### config.mk
export PLATFORM = sky130hd
export DESIGN_NAME = rgba_to_client_pixel_flip_core
export DESIGN_NICKNAME = d
export VERILOG_FILES = /design/src/design/rcpf_pkg.sv /design/src/design/rgba_to_client_pixel_flip_core.sv /design/src/design/rcpf_front.sv /design/src/design/rcpf_queue.sv /design/src/design/rcpf_back.sv
export SDC_FILE = /design/constraint.sdc
export NUM_CORES = 1
export LEC_CHECK = 0
export BUFFER_PORTS_ARGS = -buffer_cell sky130_fd_sc_hd__buf_2
export CAP_MARGIN = 20
export CORE_MARGIN = 5
export CORE_UTILIZATION = 50
export DETAILED_ROUTE_END_ITERATION = 10
export GPL_TIMING_DRIVEN = 1
export MAX_ROUTING_LAYER = met4
export PLACE_DENSITY = 0.69
export SLEW_MARGIN = 20
export SYNTH_ARGS = -nofsm -noshare
export SYNTH_HDL_FRONTEND = slang
export SYNTH_SLANG_ARGS = --single-unit
### constraint.sdc
create_clock -name clock -period 12.7 [get_ports clock]
set_input_delay 0 -clock clock [delete_from_list [all_inputs] [get_ports clock]]
set_output_delay 0 -clock clock [all_outputs]
set_load 0.005 [all_outputs]
### src/design/rcpf_pkg.sv
// Shared types, constants and helper functions of the pixel format converter.
`timescale 1ns / 1ps

package rcpf_pkg;

   // Field and counter widths.
   localparam int CHAN_W    = 8;
   localparam int DIM_W     = 13;
   localparam int CNT_W     = 12;
   localparam int PIXEL_W   = 32;
   localparam int OFFSET_W  = 26;
   localparam int PROD_W    = 2 * DIM_W;
   localparam int CSR_IDX_W = 2;
   localparam int REQ_DATA_W = 24;
   localparam int RSP_DATA_W = 64;

   // Default frame size limits for the top-level parameters.
   localparam int MAX_WIDTH_DEFAULT  = 4096;
   localparam int MAX_HEIGHT_DEFAULT = 4096;

   // Register reset values.
   localparam logic [DIM_W-1:0] WIDTH_RESET  = DIM_W'(640);
   localparam logic [DIM_W-1:0] HEIGHT_RESET = DIM_W'(480);

   // Depth of the queue between front and back.
   localparam int QUEUE_DEPTH = 4;
   localparam int QPTR_W      = $clog2(QUEUE_DEPTH);
   localparam int QCNT_W      = $clog2(QUEUE_DEPTH + 1);

   // Register indexes on the configuration port.
   localparam logic [CSR_IDX_W-1:0] REG_PIXEL_FORMAT = 2'd0;
   localparam logic [CSR_IDX_W-1:0] REG_FRAME_WIDTH  = 2'd1;
   localparam logic [CSR_IDX_W-1:0] REG_FRAME_HEIGHT = 2'd2;

   // Client pixel formats.
   typedef enum logic [1:0] {
      FMT_RGB222   = 2'd0,
      FMT_RED_LOW  = 2'd1,
      FMT_BLUE_LOW = 2'd2,
      FMT_INVALID  = 2'd3
   } fmt_type;

   // Frame settings seen by the back end.
   typedef struct packed {
      fmt_type          fmt;
      logic [DIM_W-1:0] width;
      logic [DIM_W-1:0] height;
   } cfg_type;

   // One classified pixel travelling from front to back.
   typedef struct packed {
      fmt_type           fmt;
      logic [CNT_W-1:0]  col;
      logic [CNT_W-1:0]  row;
      logic [CHAN_W-1:0] red;
      logic [CHAN_W-1:0] green;
      logic [CHAN_W-1:0] blue;
      logic              last;
   } entry_type;

   // Zero becomes one, and anything above the limit becomes the limit.
   function automatic logic [DIM_W-1:0] clamp_dim(input logic [DIM_W-1:0] v,
                                                  input logic [DIM_W:0]   maxv);
      logic [DIM_W-1:0] res;
      if (v == '0) begin
         res = DIM_W'(1);
      end else if ({1'b0, v} > maxv) begin
         res = maxv[DIM_W-1:0];
      end else begin
         res = v;
      end
      return res;
   endfunction

   // Channel times 3 over 255, truncated: thresholds at 85, 170 and 255.
   function automatic logic [1:0] scale_to_2bit(input logic [CHAN_W-1:0] c);
      logic [1:0] res;
      if (c == 8'd255) begin
         res = 2'd3;
      end else if (c >= 8'd170) begin
         res = 2'd2;
      end else if (c >= 8'd85) begin
         res = 2'd1;
      end else begin
         res = 2'd0;
      end
      return res;
   endfunction

endpackage

### src/design/rgba_to_client_pixel_flip_core.sv
// Top level of the RGBA to client pixel format converter with vertical flip.
`timescale 1ns / 1ps

// Converts one RGBA pixel per request, in raster order, to an rgb222 byte or a
// 32-bit word with red or blue in the low byte, and gives the byte offset of the
// pixel in a vertically flipped frame. The block takes one request per clock and
// gives one response per clock while the queue is not full and the output is not
// stalled; each response passes the queue, stage one and the result register.
// The rate is set by the frame position counters in the front end; a four-entry
// queue separates them from the two-stage back end, whose first stage holds the
// row-times-width multiplier. Register writes are for the user to make only while
// idle, unenforced; a width or height write restarts the frame at its first pixel.
module rgba_to_client_pixel_flip_core #(
   parameter int MAX_WIDTH  = rcpf_pkg::MAX_WIDTH_DEFAULT,
   parameter int MAX_HEIGHT = rcpf_pkg::MAX_HEIGHT_DEFAULT
) (
   input  logic                              clock,
   input  logic                              reset,
   input  logic                              csr_we,
   input  logic [rcpf_pkg::CSR_IDX_W-1:0]    csr_index,
   input  logic [rcpf_pkg::DIM_W-1:0]        csr_wdata,
   input  logic                              req_tvalid,
   output logic                              req_tready,
   // red [7:0], green [15:8], blue [23:16]
   input  logic [rcpf_pkg::REQ_DATA_W-1:0]   req_tdata,
   output logic                              rsp_tvalid,
   input  logic                              rsp_tready,
   // out_pixel [31:0], byte_offset [57:32], zeros [63:58]
   output logic [rcpf_pkg::RSP_DATA_W-1:0]   rsp_tdata,
   // out_valid [0]
   output logic                              rsp_tuser,
   // frame_end
   output logic                              rsp_tlast
);
   import rcpf_pkg::*;

   logic      push, queue_full, pop, not_empty;
   entry_type push_entry, head;
   cfg_type   cfg;

   rcpf_front #(
      .MAX_WIDTH  (MAX_WIDTH),
      .MAX_HEIGHT (MAX_HEIGHT)
   ) u_front (
      .clock      (clock),
      .reset      (reset),
      .csr_we     (csr_we),
      .csr_index  (csr_index),
      .csr_wdata  (csr_wdata),
      .req_tvalid (req_tvalid),
      .req_tready (req_tready),
      .req_tdata  (req_tdata),
      .queue_full (queue_full),
      .push       (push),
      .push_entry (push_entry),
      .cfg        (cfg)
   );

   rcpf_queue u_queue (
      .clock      (clock),
      .reset      (reset),
      .push       (push),
      .push_entry (push_entry),
      .full       (queue_full),
      .pop        (pop),
      .not_empty  (not_empty),
      .head       (head)
   );

   rcpf_back u_back (
      .clock      (clock),
      .reset      (reset),
      .cfg        (cfg),
      .not_empty  (not_empty),
      .head       (head),
      .pop        (pop),
      .rsp_tvalid (rsp_tvalid),
      .rsp_tready (rsp_tready),
      .rsp_tdata  (rsp_tdata),
      .rsp_tuser  (rsp_tuser),
      .rsp_tlast  (rsp_tlast)
   );

endmodule

### src/design/rcpf_front.sv
// Front end: configuration registers, frame position counters and pixel classification.
`timescale 1ns / 1ps

module rcpf_front #(
   parameter int MAX_WIDTH  = rcpf_pkg::MAX_WIDTH_DEFAULT,
   parameter int MAX_HEIGHT = rcpf_pkg::MAX_HEIGHT_DEFAULT
) (
   input  logic                                 clock,
   input  logic                                 reset,
   input  logic                                 csr_we,
   input  logic [rcpf_pkg::CSR_IDX_W-1:0]       csr_index,
   input  logic [rcpf_pkg::DIM_W-1:0]           csr_wdata,
   input  logic                                 req_tvalid,
   output logic                                 req_tready,
   input  logic [rcpf_pkg::REQ_DATA_W-1:0]      req_tdata,
   input  logic                                 queue_full,
   output logic                                 push,
   output rcpf_pkg::entry_type                  push_entry,
   output rcpf_pkg::cfg_type                    cfg
);
   import rcpf_pkg::*;

   localparam logic [DIM_W:0] MAX_W = (DIM_W+1)'(MAX_WIDTH);
   localparam logic [DIM_W:0] MAX_H = (DIM_W+1)'(MAX_HEIGHT);

   fmt_type          fmt_ff, fmt_in;
   logic [DIM_W-1:0] width_ff, width_in;
   logic [DIM_W-1:0] height_ff, height_in;
   logic [CNT_W-1:0] column_count_ff, column_count_in;
   logic [CNT_W-1:0] row_count_ff, row_count_in;

   logic [DIM_W-1:0] col, row, col_inc, row_inc;
   logic             accept;

   assign req_tready = !queue_full;
   assign accept     = req_tvalid && req_tready;

   // Keep the position inside the frame and find the last pixel.
   always_comb begin
      col     = ({1'b0, column_count_ff} >= width_ff) ? '0 : {1'b0, column_count_ff};
      row     = ({1'b0, row_count_ff} >= height_ff) ? '0 : {1'b0, row_count_ff};
      col_inc = col + DIM_W'(1);
      row_inc = row + DIM_W'(1);

      push             = accept;
      push_entry.fmt   = fmt_ff;
      push_entry.col   = col[CNT_W-1:0];
      push_entry.row   = row[CNT_W-1:0];
      push_entry.red   = req_tdata[CHAN_W-1:0];
      push_entry.green = req_tdata[2*CHAN_W-1:CHAN_W];
      push_entry.blue  = req_tdata[3*CHAN_W-1:2*CHAN_W];
      push_entry.last  = (col == width_ff - DIM_W'(1)) && (row == height_ff - DIM_W'(1));
   end

   // Register writes take priority; a geometry write restarts the frame.
   always_comb begin
      fmt_in          = fmt_ff;
      width_in        = width_ff;
      height_in       = height_ff;
      column_count_in = column_count_ff;
      row_count_in    = row_count_ff;
      if (csr_we) begin
         unique case (csr_index)
            REG_PIXEL_FORMAT: begin
               fmt_in = fmt_type'(csr_wdata[1:0]);
            end
            REG_FRAME_WIDTH: begin
               width_in        = clamp_dim(csr_wdata, MAX_W);
               column_count_in = '0;
               row_count_in    = '0;
            end
            REG_FRAME_HEIGHT: begin
               height_in       = clamp_dim(csr_wdata, MAX_H);
               column_count_in = '0;
               row_count_in    = '0;
            end
            default: begin
            end
         endcase
      end else if (accept) begin
         if (col_inc >= width_ff) begin
            column_count_in = '0;
            row_count_in    = (row_inc >= height_ff) ? '0 : row_inc[CNT_W-1:0];
         end else begin
            column_count_in = col_inc[CNT_W-1:0];
            row_count_in    = row[CNT_W-1:0];
         end
      end
   end

   always_ff @(posedge clock) begin
      if (reset) begin
         fmt_ff          <= FMT_RGB222;
         width_ff        <= clamp_dim(WIDTH_RESET, MAX_W);
         height_ff       <= clamp_dim(HEIGHT_RESET, MAX_H);
         column_count_ff <= '0;
         row_count_ff    <= '0;
      end else begin
         fmt_ff          <= fmt_in;
         width_ff        <= width_in;
         height_ff       <= height_in;
         column_count_ff <= column_count_in;
         row_count_ff    <= row_count_in;
      end
   end

   assign cfg.fmt    = fmt_ff;
   assign cfg.width  = width_ff;
   assign cfg.height = height_ff;

endmodule

### src/design/rcpf_queue.sv
// Short first-in first-out queue of classified pixels between front and back.
`timescale 1ns / 1ps

module rcpf_queue (
   input  logic                clock,
   input  logic                reset,
   input  logic                push,
   input  rcpf_pkg::entry_type push_entry,
   output logic                full,
   input  logic                pop,
   output logic                not_empty,
   output rcpf_pkg::entry_type head
);
   import rcpf_pkg::*;

   entry_type         slot_ff [QUEUE_DEPTH];
   logic [QPTR_W-1:0] wr_ptr_ff, wr_ptr_in;
   logic [QPTR_W-1:0] rd_ptr_ff, rd_ptr_in;
   logic [QCNT_W-1:0] count_ff, count_in;
   logic              do_pop;

   assign full      = (count_ff == QCNT_W'(QUEUE_DEPTH));
   assign not_empty = (count_ff != '0);
   assign head      = slot_ff[rd_ptr_ff];
   assign do_pop    = pop && not_empty;

   // Pointer and fill count update.
   always_comb begin
      wr_ptr_in = push ? wr_ptr_ff + QPTR_W'(1) : wr_ptr_ff;
      rd_ptr_in = do_pop ? rd_ptr_ff + QPTR_W'(1) : rd_ptr_ff;
      count_in  = count_ff;
      if (push && !do_pop) begin
         count_in = count_ff + QCNT_W'(1);
      end else if (!push && do_pop) begin
         count_in = count_ff - QCNT_W'(1);
      end
   end

   always_ff @(posedge clock) begin
      if (reset) begin
         wr_ptr_ff <= '0;
         rd_ptr_ff <= '0;
         count_ff  <= '0;
      end else begin
         wr_ptr_ff <= wr_ptr_in;
         rd_ptr_ff <= rd_ptr_in;
         count_ff  <= count_in;
      end
   end

   // Entry storage.
   always_ff @(posedge clock) begin
      if (push) begin
         slot_ff[wr_ptr_ff] <= push_entry;
      end
   end

endmodule

### src/design/rcpf_back.sv
// Back end: channel scaling, packing and flipped byte offset, in two stages.
`timescale 1ns / 1ps

module rcpf_back (
   input  logic                                clock,
   input  logic                                reset,
   input  rcpf_pkg::cfg_type                   cfg,
   input  logic                                not_empty,
   input  rcpf_pkg::entry_type                 head,
   output logic                                pop,
   output logic                                rsp_tvalid,
   input  logic                                rsp_tready,
   output logic [rcpf_pkg::RSP_DATA_W-1:0]     rsp_tdata,
   output logic                                rsp_tuser,
   output logic                                rsp_tlast
);
   import rcpf_pkg::*;

   // Stage one: product of the flipped row and the width, and the packed pixel.
   logic                s1_valid_ff, s1_valid_in;
   logic [PROD_W-1:0]   s1_prod_ff, s1_prod_in;
   logic [CNT_W-1:0]    s1_col_ff;
   logic [PIXEL_W-1:0]  s1_pix_ff, s1_pix_in;
   fmt_type             s1_fmt_ff;
   logic                s1_last_ff;

   // Stage two: the result register.
   logic                out_valid_ff, out_valid_in;
   logic [PIXEL_W-1:0]  out_pixel_ff, out_pixel_in;
   logic [OFFSET_W-1:0] out_offset_ff, out_offset_in;
   logic                out_flag_ff;
   logic                out_last_ff;

   logic                s2_advance, s1_advance;
   logic [DIM_W-1:0]    flipped_row;
   logic [PROD_W:0]     linear;

   assign s2_advance  = !out_valid_ff || rsp_tready;
   assign s1_advance  = !s1_valid_ff || s2_advance;
   assign pop         = s1_advance && not_empty;
   assign s1_valid_in = s1_advance ? not_empty : s1_valid_ff;
   assign out_valid_in = s2_advance ? s1_valid_ff : out_valid_ff;

   // Flipped row times width, and the pixel packed in the client format.
   always_comb begin
      flipped_row = cfg.height - DIM_W'(1) - {1'b0, head.row};
      s1_prod_in  = {{DIM_W{1'b0}}, flipped_row} * {{DIM_W{1'b0}}, cfg.width};
      unique case (head.fmt)
         FMT_RGB222: begin
            s1_pix_in = {26'd0, scale_to_2bit(head.red), scale_to_2bit(head.green),
                         scale_to_2bit(head.blue)};
         end
         FMT_RED_LOW: begin
            s1_pix_in = {8'd0, head.blue, head.green, head.red};
         end
         FMT_BLUE_LOW: begin
            s1_pix_in = {8'd0, head.red, head.green, head.blue};
         end
         default: begin
            s1_pix_in = '0;
         end
      endcase
   end

   // Add the column and scale by bytes per pixel.
   always_comb begin
      linear = {1'b0, s1_prod_ff} + {{(PROD_W+1-CNT_W){1'b0}}, s1_col_ff};
      unique case (s1_fmt_ff)
         FMT_RGB222: begin
            out_offset_in = linear[OFFSET_W-1:0];
         end
         FMT_RED_LOW, FMT_BLUE_LOW: begin
            out_offset_in = {linear[OFFSET_W-3:0], 2'b00};
         end
         default: begin
            out_offset_in = '0;
         end
      endcase
      out_pixel_in = s1_pix_ff;
   end

   always_ff @(posedge clock) begin
      if (reset) begin
         s1_valid_ff  <= 1'b0;
         out_valid_ff <= 1'b0;
      end else begin
         s1_valid_ff  <= s1_valid_in;
         out_valid_ff <= out_valid_in;
      end
   end

   always_ff @(posedge clock) begin
      if (s1_advance) begin
         s1_prod_ff <= s1_prod_in;
         s1_col_ff  <= head.col;
         s1_pix_ff  <= s1_pix_in;
         s1_fmt_ff  <= head.fmt;
         s1_last_ff <= head.last;
      end
      if (s2_advance) begin
         out_pixel_ff  <= out_pixel_in;
         out_offset_ff <= out_offset_in;
         out_flag_ff   <= (s1_fmt_ff != FMT_INVALID);
         out_last_ff   <= s1_last_ff;
      end
   end

   assign rsp_tvalid = out_valid_ff;
   assign rsp_tdata  = {{(RSP_DATA_W-PIXEL_W-OFFSET_W){1'b0}}, out_offset_ff, out_pixel_ff};
   assign rsp_tuser  = out_flag_ff;
   assign rsp_tlast  = out_last_ff;

endmodule

Word level (Yosys, flattened, before mapping)
Memories as Yosys holds them, arrays and structs flattened. A register that Yosys moved wholly into a read port is not among the register bits.
Cells that the tools add are included.
Word-level totals
  memories kept: 1
  bits in registers: 194
  memory bits (writable): 204
Operators by class
  muxes and demuxes: 29
  reduce and logical (&&, ||, !) cells: 26
  equality and inequality tests: 14
  multipliers: 1
  $lt $le $gt $ge: 11
  add/subtract/negate cells: 10
Memories
  u_queue.slot_ff: words 4, width 51, rd ports 1, clocked after Yosys merged registers in 1, write ports 1, RTL line rcpf_queue.sv:16  | entry_type slot_ff [QUEUE_DEPTH];
Operators by type and width (count)
  $mux 12: 10
  $pmux 24 s3: 1
  $pmux 26 s2: 1
  $add 13x1->13 const B: 2
  $add 26x12->26: 1
  $eq 13x13->1: 2
  $ge 12x13->1: 2
  $ge 13x13->1: 2
  $mul 13x13->26: 1
  $mux 13: 2
  $sub 13x1->13 const B: 2
  $eq 8x8->1 const B: 3
  $ge 8x7->1 const B: 3
  $ge 8x8->1 const B: 3
  $mux 2: 8
  $gt 13x13->1 const B: 1
  $logic_not 13->1: 1
  $sub 13x12->13: 1
  $reduce_and 2->1: 4
  $eq 2x1->1 const B: 3
  $eq 2x2->1 const B: 3
  $logic_and 1x1->1: 6
  $logic_not 2->1: 3
  $mux 3: 2
  other kinds (11): 24

Depth between registers and ports, before layout
  depth in word-level cells: 8
  gate-level depth with buffers: 34

Hierarchy
From an unflattened synthesis, not the netlist that was laid out.
Unflattened totals
  cell total of the unflattened synthesis: 2037
  area, all modules: 24159.4 um2
Modules (own cells, without submodules)
  rcpf_back: area an instance 11394.7 um2, sequential area each 3553.4 um2, instances 1, cells each 1096
  rcpf_queue: area an instance 7857.5 um2, sequential area each 6306.0 um2, instances 1, cells each 311
  rcpf_front: area an instance 4907.2 um2, sequential area each 1041.0 um2, instances 1, cells each 630

Least setup slack after synthesis
Ideal clock, no wire load.
  path type: reg-to-reg
  from: reg with a tool-made name
  to: reg u_back.s1_prod_ff[19], data pin
  cell stages (with the launch flop): 34
  setup time: 0.265 ns
  data required time: 12.435 ns
  arrival: 8.924 ns
  path slack: 3.510 ns
  buffers on the path: 6
  cells stage by stage: dfxtp_1 > buf_2 > buf_2 > buf_2 > buf_2 > buf_1 > mux4_2 > inv_1 > ha_1 > o21ai_0 > a21boi_0 > o21ai_0 > nor2b_1 > o21bai_1 > a21oi_1 > clkbuf_1 > mux2_2 > fa_1 > inv_1 > fa_1 > fa_1 > fa_1 > inv_1 > fa_1 > inv_1 > ha_1 > a21o_1 > a21oi_1 > nand3b_1 > o21ai_0 > inv_1 > a21oi_1 > o21ai_0 > xor2_1
RTL lines
  end signal, assigned: RTL line rcpf_back.sv:94  | s1_prod_ff <= s1_prod_in;
  end, declared: RTL line rcpf_back.sv:21  | logic [PROD_W-1:0] s1_prod_ff, s1_prod_in;

Worst setup path in the final report
  from: reg u_front.height_ff[2]
  to: reg u_back.s1_prod_ff[25], data pin
Between the ends
  word-level cells in the longest chain between the ends: 3
Ends and longest elaborated chain
  start, declared: RTL line rcpf_front.sv:28  | logic [DIM_W-1:0] height_ff, height_in;
  start signal, assigned: RTL line rcpf_front.sv:95  | height_ff <= clamp_dim(HEIGHT_RESET, MAX_H);
  start signal, assigned: RTL line rcpf_front.sv:101  | height_ff <= height_in;
  $sub 13x1->13: RTL line rcpf_back.sv:46  | flipped_row = cfg.height - DIM_W'(1) - {1'b0, head.row};
  $sub 13x12->13: RTL line rcpf_back.sv:46
  $mul 13x13->26: RTL line rcpf_back.sv:47  | s1_prod_in = {{DIM_W{1'b0}}, flipped_row} * {{DIM_W{1'b0}}, cfg.width};
  via u_back.s1_prod_in[25]: RTL line rcpf_back.sv:21
The timed path passes the listed nets, and every way through them passes these cells.
A chain may end at the register's enable or synchronous reset.

==> out/metrics.cfg <==
[run_status]
status = finished, final reports clean

[timing]
skew_ns = 0.0447
setup_viol = 0
hold_viol_final = 0
fmax_ghz = 0.113
rsz0062_at_grt = false
period_share = 0.697
slew_violations = 0
worstMarginPinSlew_ns = 1.04
fin_crit_ns = 8.85
slew_headroom = 0.302
tns_ns = 0
holdWs_ns = 0.0522

[synth]
syn_area_per_cell_um2 = 11.6
async_flop_share = 0
ys.flop_type = edfxtp_1
synth_edf_count = 321
synthCells = 2084
ys_seq_area_frac = 0.450
synth.largest_area_cell = edfxtp_1
synth_warnings = 0
synth_area_um2 = 24200
synth_seq_cells = 384
synthTopCellsByArea = edfxtp_1, fa_1, ha_1
synth_cell_types = 91
synth_top_area_frac = 0.398

[critical_path]
cpMaxStageDelayCell = ha_1
cp_common_cell = fa_1
rrSetupSlack_ns = 3.85
crit_path_start_kind = flop
critPathCapture = u_back.s1_prod_ff[25]
path_depth = 27
timing.rr.end = u_back.s1_prod_ff[25]
crit_path_max_incr_delay_ns = 0.70
worst-path-max-fanout = 27
path_delay_family = adder cells
critPathCaptureType = flop
startpoint = u_front.height_ff[2]
reg2regPathDepth = 27
cp_data_required_time_ns = 13.01
worst-path-buf-inv = 4
critPathKind = reg2reg
reg2reg_from = u_front.height_ff[2]
crit_arrival_ns = 9.15

[global_route]
antenna_found_initial = 0
grt_usage = 0.223
grt_pass1_vias = 16600
grt_max_degree = 65
grt_pass1_wl_mm = 91.8
overflow = 0

[cells_and_area]
fin_nets = 2538
diodes = 0
multi_input_area_um2 = 12100
drive_gt1_frac = 0.132
area_delta_synth_final_pct = 12.6
post-route-util = 0.569
fillCellCount = 3961
seq_area_um2 = 10900

[routing]
drc = 0
wl_mm = 57.1
antenna_left = 0
via_per_inst = 5.69
vias = 16300
avgRoutedWirePerCell_um = 20.0
firstDrtPassIters = 5
drtIter0Drc = 1278

[floorplan]
initial_utilization = 0.506
num_rows = 80
die_w_um = 230
fp.coreArea_um2 = 47800
io_pins = 112
die_y_um = 230
dieArea_um2 = 52900

[pwr]
finalPower_mw = 6.43
vdd_drop_max_mv = 0.192
pwr_density_cell_nw_per_um2 = 236
power_leakage_nw = 11.2

[clocking]
cts_resized = 0
post_cts_buffers = 0
cts_buffers = 41
clk_pin_slew_ns = 0.06
clk_latency_ns = 0.58
tritoncts = built
clockBufferDepth = 3
cts.sinks = 384
cts_root_buf = clkbuf_16
postCtsHoldBufs = 47
htree_levels = 2

[hold_path]
worst_hold_path_type = in2reg
holdPathStages = 3

[run]
cap_violations = 0

[placed_design]
io_buffers = 97
globalplace.congestion = 0.919
place_hpwl_mm = 41.2

==> final cells by class <==
cell class | count | share of cell area
Tap cell | 615 | 0.0282
Timing Repair Buffer | 174 | 0.0434
Sequential cell | 384 | 0.400
Clock buffer | 59 | 0.0442
Clock inverter | 17 | 0.00932
Multi-Input combinational cell | 1380 | 0.443
Inverter | 231 | 0.0319
==> worst min-delay path by stage <==
stage | endpoint | start
2_1_floorplan | u_queue.slot_ff[0][10] | req_tdata[9]
3_3_place_gp | u_queue.slot_ff[0][9] | req_tdata[8]
3_5_place_dp | u_queue.slot_ff[1][12] | req_tdata[11]
4_1_cts | u_front.column_count_ff[3] | reset
5_1_grt | u_front.column_count_ff[3] | reset
6_report | u_front.column_count_ff[3] | reset
==> worst min-delay path, stage by stage <==
cell and delay [ns]:
buf_2 0.10, buf_4 0.30, nor2_1 0.16
==> registers in the layout, summed over array words and instances (netlist names), named ones only <==
register and count:
u_queue.rd_ptr_ff 2, u_back.s1_col_ff 12, u_front.fmt_ff 2, u_back.rsp_tvalid 1
u_back.out_pixel_in 24, u_queue.wr_ptr_ff 2, u_back.rsp_tuser 1, u_front.row_count_ff 12
u_front.column_count_ff 12, u_back.out_pixel_ff 24, u_back.rsp_tlast 1, u_back.s1_fmt_ff 2
u_queue.slot_ff 204, u_front.height_ff 13, u_queue.count_ff 3, u_back.out_offset_ff 26
u_front.width_ff 13, u_back.s1_last_ff 1, u_back.s1_prod_ff 26, u_back.s1_valid_ff 1
==> cell families (layout without fill, tap and decap cells) <==
group                    count (synthesis)  after routing  share of synthesized area
AO/OA/AOI/OAI                          327            327                     0.0943
XOR/XNOR                               105            105                     0.0395
adder cells (fa/ha/maj)                282            282                      0.184
buffers and inverters                  333            481                     0.0548
flip-flops                             384            384                      0.450
multiplexers                            69             69                     0.0548
other                                    1             14                   0.000155
AND/OR/NAND/NOR                        583            583                      0.122
==> synth_stat cells (all sizes together), types with 17 or more instances <==
library cell and n:
a22o 25, nand3 37, o211ai 17, clkbuf 75
nor2b 20, ha 158, xnor2 62, buf 27
nand2b 33, a22oi 22, xor2 42, a31oi 18
nand2 172, fa 124, edfxtp 321, a21oi 74
nor3 27, and2 68, dfxtp 63, nor2 125
o21ai 53, inv 229, mux4 50, nor4 25
a21o 18
==> layer usage <==
metal  vias to the layer above  GRT usage  share of wire  routed length (µm)
li1                       7640          -              -                   -
met1                      8029      0.302           0.43               24700
met2                       491      0.360           0.48               27400
met3                       101     0.0286          0.059                3360
met4                         0     0.0635          0.028                1610
met5                         -          -              0                   0
==> stage by stage <==
step / cells / area [µm²] / setup WS (ns)
6_report: 2860 / 27200 / 3.85
5_1_grt: 2860 / 27200 / 3.34
2_1_floorplan: 2097 / 24300 / 3.51
3_5_place_dp: 2737 / 25300 / 3.68
4_1_cts: 2860 / 27200 / 3.70
3_3_place_gp: 2737 / 25300 / 3.88
==> layout by cell type, fill, tap and decap left out, types with 61 or more instances in the layout <==
cell type	synthesis	final
a21oi_1	74	74
and2_1	66	66
buf_2	6	97
dfxtp_1	63	61
edfxtp_1	321	321
fa_1	124	124
ha_1	158	158
inv_1	229	228
nand2_1	172	171
nor2_1	125	125
==> where the power goes <==
part	switching, mW	leakage (nW)	internal [mW]	total, mW
combinational	1.96	6.69	1.35	3.32
sequential	0.105	3.82	1.76	1.86
clock	0.496	0.708	0.749	1.25
Power figures use the tool's default switching activity.
